`src/sv/assert_macros.svh`:
```
// Assertion macros used by the translator's top-level RTL file.
`ifndef ASSERT_MACROS_SVH
`define ASSERT_MACROS_SVH
`ifndef ASSERT_OFF
`define ASSERT_HOLDS(lbl, clk, rst, expr) \
  lbl: assert property (@(posedge clk) disable iff (rst) (expr)) \
    else $error("invariant violated");
`define ASSERT_IMPLIES(lbl, clk, rst, ante, cons) \
  lbl: assert property (@(posedge clk) disable iff (rst) (ante) |-> (cons)) \
    else $error("same-cycle implication violated");
`define ASSERT_NEXT(lbl, clk, rst, ante, cons) \
  lbl: assert property (@(posedge clk) disable iff (rst) (ante) |=> (cons)) \
    else $error("next-cycle implication violated");
`else
`define ASSERT_HOLDS(lbl, clk, rst, expr)
`define ASSERT_IMPLIES(lbl, clk, rst, ante, cons)
`define ASSERT_NEXT(lbl, clk, rst, ante, cons)
`endif
`endif

```
`src/sv/sgit_pkg.sv`:
```
// Types and constants of the scatter-gather index translator.
package sgit_pkg;

  localparam int OFF_W  = 64;
  localparam int SIZE_W = 32;
  localparam int POS_W  = 8;

  typedef enum logic [1:0] {
    OP_APPEND = 2'd0,
    OP_REMOVE = 2'd1,
    OP_LOOKUP = 2'd2,
    OP_CLEAR  = 2'd3
  } op_t;

  localparam logic [2:0] ST_OK       = 3'd0;
  localparam logic [2:0] ST_EMPTY    = 3'd1;
  localparam logic [2:0] ST_FULL     = 3'd3;
  localparam logic [2:0] ST_OVERFLOW = 3'd4;

  typedef enum logic [1:0] {
    S_IDLE,
    S_SCAN,
    S_FIN,
    S_EMIT
  } state_t;

  // search request seen by every cell while a scan runs
  typedef struct packed {
    logic              is_lookup;
    logic [OFF_W-1:0]  offset;
    logic [SIZE_W-1:0] size;
    logic [SIZE_W-1:0] lookup_index;
  } query_t;

  // list update broadcast to the cells
  typedef struct packed {
    logic              append;
    logic              compact;
    logic [POS_W-1:0]  sel;
    logic [OFF_W-1:0]  offset;
    logic [SIZE_W-1:0] size;
    logic [SIZE_W-1:0] start;
  } cmd_t;

  // search token handed from cell to cell
  typedef struct packed {
    logic              active;
    logic              hit;
    logic [POS_W-1:0]  pos;
    logic [OFF_W-1:0]  offset;
    logic [SIZE_W-1:0] size;
    logic [SIZE_W-1:0] start;
  } token_t;

endpackage

```
`src/sv/sgit_cell.sv`:
```
// One list entry of the translator with its stage of the search chain.
module sgit_cell #(
  parameter int INDEX = 0,
  parameter int CNT_W = 5
) (
  input  logic                          clk,
  input  logic                          rst,
  input  sgit_pkg::query_t              query,
  input  sgit_pkg::cmd_t                cmd,
  input  logic [CNT_W-1:0]              held_count,
  input  sgit_pkg::token_t              tok_in,
  output sgit_pkg::token_t              tok_out,
  input  logic [sgit_pkg::OFF_W-1:0]    nbr_offset,
  input  logic [sgit_pkg::SIZE_W-1:0]   nbr_size,
  input  logic [sgit_pkg::SIZE_W-1:0]   nbr_start,
  output logic [sgit_pkg::OFF_W-1:0]    cell_offset,
  output logic [sgit_pkg::SIZE_W-1:0]   cell_size,
  output logic [sgit_pkg::SIZE_W-1:0]   cell_start
);
  import sgit_pkg::*;

  localparam logic [CNT_W-1:0] IDX_C = CNT_W'(INDEX);
  localparam logic [POS_W-1:0] IDX_P = POS_W'(INDEX);

  logic [SIZE_W-1:0] rel;
  logic              held;
  logic              rm_match;
  logic              lk_match;
  logic              hit_here;
  token_t            tok_next;

  // match this entry against the request
  always_comb begin
    rel      = query.lookup_index - cell_start;
    held     = IDX_C < held_count;
    rm_match = (cell_offset == query.offset) && (cell_size == query.size);
    lk_match = (query.lookup_index >= cell_start) && (rel < cell_size);
    hit_here = tok_in.active && !tok_in.hit && held &&
               (query.is_lookup ? lk_match : rm_match);
    tok_next = tok_in;
    if (hit_here) begin
      tok_next.hit    = 1'b1;
      tok_next.pos    = IDX_P;
      tok_next.offset = cell_offset;
      tok_next.size   = cell_size;
      tok_next.start  = cell_start;
    end
  end

  // advance the token to the next cell
  always_ff @(posedge clk) begin
    if (rst) begin
      tok_out.active <= 1'b0;
      tok_out.hit    <= 1'b0;
    end else begin
      tok_out <= tok_next;
    end
  end

  // load an appended block, or pull the right neighbor on a remove
  always_ff @(posedge clk) begin
    if (cmd.append && (cmd.sel == IDX_P)) begin
      cell_offset <= cmd.offset;
      cell_size   <= cmd.size;
      cell_start  <= cmd.start;
    end else if (cmd.compact && (IDX_P >= cmd.sel)) begin
      cell_offset <= nbr_offset;
      cell_size   <= nbr_size;
      cell_start  <= nbr_start - cmd.size;
    end
  end

endmodule

```
`config.mk`:
```
export PLATFORM = sky130hd
export DESIGN_NAME = sgit_cell
export DESIGN_NICKNAME = d
export VERILOG_FILES = /design/src/sv/assert_macros.svh /design/src/sv/sgit_pkg.sv /design/src/sv/sgit_cell.sv
export SDC_FILE = /design/constraint.sdc
export NUM_CORES = 1
export LEC_CHECK = 0
export ABC_CLOCK_PERIOD_IN_PS = 9100
export BUFFER_PORTS_ARGS = -buffer_cell sky130_fd_sc_hd__buf_4
export CAP_MARGIN = 20
export CELL_PAD_IN_SITES_DETAIL_PLACEMENT = 1
export CELL_PAD_IN_SITES_GLOBAL_PLACEMENT = 2
export CORE_AREA = 4 4 313 315
export DETAILED_ROUTE_END_ITERATION = 10
export DIE_AREA = 0 0 317 319
export PLACE_DENSITY_LB_ADDON = 0.1
export SETUP_SLACK_MARGIN = 0.2
export SYNTH_ARGS = -nofsm -noshare
export SYNTH_HDL_FRONTEND = slang
export SYNTH_SLANG_ARGS = --single-unit
```
`constraint.sdc`:
```
create_clock -name clk -period 9.1 [get_ports clk]
set_input_delay 0.455 -clock clk [delete_from_list [all_inputs] [get_ports clk]]
set_output_delay 0.455 -clock clk [all_outputs]
set_load 0.01 [all_outputs]
```
Word-level counts from Yosys, hierarchy flattened:

Cells that the tools add are included.

* reduce and logical (&&, ||, !) cells: 10
* divide/modulo/power cells: 0
* bitwise logic cells: 0
* equality and inequality tests: 2
* order comparisons: 4
* $mul: 0
* $add $sub $neg: 2
* muxes and demuxes: 8
* shift operators: 0

Operators by type and width (count)
* 2-to-1 mux 137 bit: 1
* 2-to-1 mux 32 bit: 4
* 2-to-1 mux 64 bit: 2
* equality test 64 bit: 1
* subtractor 32 bit: 2
* equality test 32 bit: 1
* >= comparator 32 bit: 1
* less-than comparator 32 bit: 1
* >= comparator 1 x 8 -> 1 bit (first input constant): 1
* logical NOT 8 bit: 1
* logical AND 1 bit: 7
* less-than comparator 1 x 5 -> 1 bit (first input constant): 1
* nonzero test 2 bit: 1
* logical NOT 1 bit: 1
* 2-to-1 mux 1 bit: 1

* output and inout port bits: 266
* bits in registers: 266
* latch bits: 0
* memories: 0
* bits in read-only memories: 0
* RAM bits: 0

Longest topological paths before layout:

* depth after elaboration: 6
* mapped depth: 23
* mapped depth without buffers: 20

Worst setup path after synthesis:

No wires, ideal clock.

* path type: input to register
* start: input port query[4] in the netlist's numbering
* end: register tok_out[100] in the netlist's numbering (data pin)
* stages: 19
* required time: 8.840 ns
* slack: 4.398 ns
* library setup time: 0.260 ns
* arrival time: 4.441 ns
* cells stage by stage: ha_1 -> a21oi_1 -> a21boi_0 -> o31ai_1 -> a211oi_1 -> o41a_1 -> a221oi_2 -> o311ai_0 -> ha_1 -> or3_1 -> o21ai_0 -> a21oi_1 -> a31o_2 -> a221oi_1 -> a21oi_2 -> buf_6 -> buf_8 -> buf_12 -> mux2_4

RTL lines
* start, declared: RTL line sgit_cell.sv:8 `input sgit_pkg::query_t query,`
* end signal, assigned: RTL line sgit_cell.sv:56 `tok_out <= tok_next;`
* end, declared: RTL line sgit_cell.sv:12 `output sgit_pkg::token_t tok_out,`

==> flow_metrics.env <==
export IMPL_status="finished, final reports clean"
export IMPL_netlist_area_mm2=0.0167
export IMPL_synth_distinct_cells=70
export IMPL_crit_fanout=33
export IMPL_core_area_mm2=0.0949
export IMPL_die_y_um=319
export IMPL_fin_crit_sh_pct=63.9
export IMPL_pwr_share_seq_pct=38.1
export IMPL_drc=0
export IMPL_grt_max_degree=90
export IMPL_clkSlewWorstSetupHoldPaths_ns=0.06
export IMPL_htree_levels=2
export IMPL_grt_pass1_wl_um=137000
export IMPL_hold_path_class="input port to flop"
export IMPL_hpwl_um=84500
export IMPL_cp_arrival_ns=6.14
export IMPL_drive_gt1_share_pct=42.6
export IMPL_clk_latency_ns=0.58
export IMPL_grt_remaining_overflow=0
export IMPL_power_density_mw_per_mm2=146
export IMPL_cpPeakStageDelay_ns=0.56
export IMPL_syn_to_final_growth_pct=53.4
export IMPL_internal_power_w=0.00274
export IMPL_num_rows=113
export IMPL_worst_pin_slew_ns=1.01
export IMPL_synthArstFlopShare_pct=0
export IMPL_cts_sinks=266
export IMPL_synth_cells=1553
export IMPL_place_ws_ns=3.20
export IMPL_irDropWorstVdd_uv=108
export IMPL_clockPowerShare_pct=44.2
export IMPL_drtIter0Drc=732
export IMPL_cts_repair_resize_count=0
export IMPL_setup_ws_ns=3.28
export IMPL_max_cap_violations=0
export IMPL_hold_buffers=0
export IMPL_ys_ff_latch=266
export IMPL_dr_pass1_iters=5
export IMPL_finalSetupViolCount=0
export IMPL_p_leak_nw=11.4
export IMPL_wirelength_um=102000
export IMPL_period_minus_slack_ns=5.82
export IMPL_num_nets_final=3005
export IMPL_place_congestion=0.817
export IMPL_initial_core_util_pct=17.6
export IMPL_hold_viol=0
export IMPL_criticalPathCategory="flop to flop"
export IMPL_slew_violations=0
export IMPL_endpoint_kind="flop"
export IMPL_p_sw_share_pct=26.3
export IMPL_startpoint_type="flop"
export IMPL_synth_top_flop_cell="edfxtp_1"
export IMPL_cts_buffer_depth=3
export IMPL_required_ns=9.42
export IMPL_numCtsBuffers=41
export IMPL_ys_seq_area_share_pct=47.8
export IMPL_crit_chain="inv_1 -> ha_1 -> a21oi_1 -> a21boi_0 -> o31ai_1 -> a211oi_1 -> o41a_1 -> a221oi_2 -> o311ai_0 -> ha_1 -> nand4_1 -> nor2_1 -> nor4b_1 -> a221oi_1 -> a21oi_4 -> buf_4 -> mux2_2"
export IMPL_syn_num_nets=2189
export IMPL_cts_tree="yes"
export IMPL_detail_route_vias_per_cell=4.22
export IMPL_grt_setup_unrepaired="false"
export IMPL_max_freq_mhz=172
export IMPL_wl_per_cell_um=27.8
export IMPL_final_antenna_net_count=0
export IMPL_first_global_vias=17000
export IMPL_avgSynthCellArea_um2=10.7
export IMPL_slowest_stage="o31ai_1"
export IMPL_antenna_found_initial=29
export IMPL_yosys_warnings=0
export IMPL_critPathMostFrequentCell="ha_1"
export IMPL_tns_ns=0
export IMPL_switchingPower_w=0.000979
export IMPL_comb_power_share_pct=17.7
export IMPL_vias=15500
export IMPL_die_w_um=317
export IMPL_port_buffers=805
export IMPL_skew_ns=0.0250
export IMPL_cts_setup_buffers=0
export IMPL_cts_root_buffer="clkbuf_16"
export IMPL_maxSlewHeadroom_pct=32.1
export IMPL_die_area_mm2=0.101
export IMPL_io_pins=806
export IMPL_grtUsageTotal_pct=19.4
export IMPL_synth_edff_count=264
Yosys cell counts, types with 30 or more instances:
master | n | share of area (%)
a21o_1 | 35 | 1.6
a21oi_1 | 75 | 2.3
clkbuf_1 | 33 | 0.74
edfxtp_1 | 264 | 48
ha_1 | 94 | 7.1
inv_1 | 119 | 2.7
mux2_2 | 99 | 6.7
mux2_4 | 30 | 2.7
nand2_1 | 281 | 6.3
nand4_1 | 30 | 1.1
nor2_1 | 54 | 1.2
o21ai_0 | 76 | 2.3
xnor2_1 | 108 | 5.7
state kept, by name, summed over array words and instances (netlist names):
signal	cells
cell_offset	64
cell_start	32
cell_size	32
tok_out	138
through the flow:
step           hold slack (ns)  cell area, um^2  total power (W)  cells  util [%]
6_report                0.0975            25600          0.00372   3680      26.9
5_1_grt                 0.0602            25500          0.00390   3676      26.9
4_1_cts                 0.0440            25500          0.00379   3665      26.9
3_5_place_dp             0.618            24200          0.00211   3591      25.5
3_3_place_gp             0.595            24200          0.00210   3591      25.5
2_1_floorplan            0.524            16700          0.00174   1553         -
area by class of cell:
class                      count  area, um^2
tap                         1265        1580
antenna                       15        37.5
timing repair buffer         823        6190
sequential                   266        7970
fill                       10900       69300
multi-input combinational   1118        7980
clock buffer                  53        1090
inverter                     119         452
clock inverter                21         248
worst max-delay path, delay by kind of cell (launching register included):
family          cells  cell delay (ns)
flops               1             0.37
simple gates        3             0.58
mux                 1             0.42
buf+inv             2             0.60
fa+ha+maj           2             0.70
compound gates      9             2.83
cell families after synthesis:
kind of cell / after synthesis / synth area share, %
AND/OR/NAND/NOR: 471 / 12.6
AO/OA/AOI/OAI: 285 / 11.3
adder cells (fa/ha/maj): 96 / 7.30
XOR/XNOR: 136 / 7.15
flip-flops: 266 / 47.8
buffers and inverters: 169 / 4.43
multiplexers: 130 / 9.46
path summary, 6_finish.rpt:
path / startpoint / to / slack [ns] / cells past startpoint
hold reg to reg: cell_start[2]$_DFFE_PP_ / tok_out[2]$_DFFE_PN_ / 0.63 / 1
setup reg to reg: cell_start[4]$_DFFE_PP_ / tok_out[32]$_DFFE_PN_ / 3.28 / 17
hold / removal: rst / tok_out[136]$_SDFF_PP0_ / 0.1 / 2
setup / recovery: cell_start[4]$_DFFE_PP_ / tok_out[32]$_DFFE_PN_ / 3.28 / 17
placed cells by master, fill, tap and decap left out, types with 10 or more instances in the layout:
| master | n |
|---|---|
| a21o_1 | 35 |
| a21oi_1 | 75 |
| and2_1 | 13 |
| and3_1 | 10 |
| buf_4 | 822 |
| clkbuf_1 | 11 |
| clkbuf_16 | 42 |
| diode_2 | 15 |
| edfxtp_1 | 264 |
| ha_1 | 94 |
| inv_1 | 118 |
| mux2_2 | 99 |
| mux2_4 | 30 |
| nand2_1 | 281 |
| nand3_1 | 21 |
| nand4_1 | 30 |
| nor2_1 | 54 |
| nor3_1 | 12 |
| nor4_1 | 11 |
| o21a_1 | 14 |
| o21ai_0 | 76 |
| o31ai_1 | 10 |
| xnor2_1 | 108 |
| xor2_1 | 28 |
power by group through the flow:
stage                     combinational (W)  sequential, W  clock, W
final                              0.000660        0.00142   0.00165
after global routing               0.000724        0.00142   0.00175
after global placement             0.000657        0.00144         0
after detailed placement           0.000665        0.00144         0
after CTS                          0.000668        0.00142   0.00171
after floorplan                    0.000283        0.00146         0
per-layer routing:
metal / part of all wire (%) / vias up / wire [um] / global-route usage [%]
met4: 2.0 / 16 / 2020 / 4.83
met3: 7.2 / 94 / 7320 / 5.56
met5: 0.086 / - / 88 / 0
met2: 52 / 472 / 52700 / 35.1
li1: - / 7251 / - / -
met1: 39 / 7709 / 40100 / 22.4
Power figures use the tool's default switching activity.
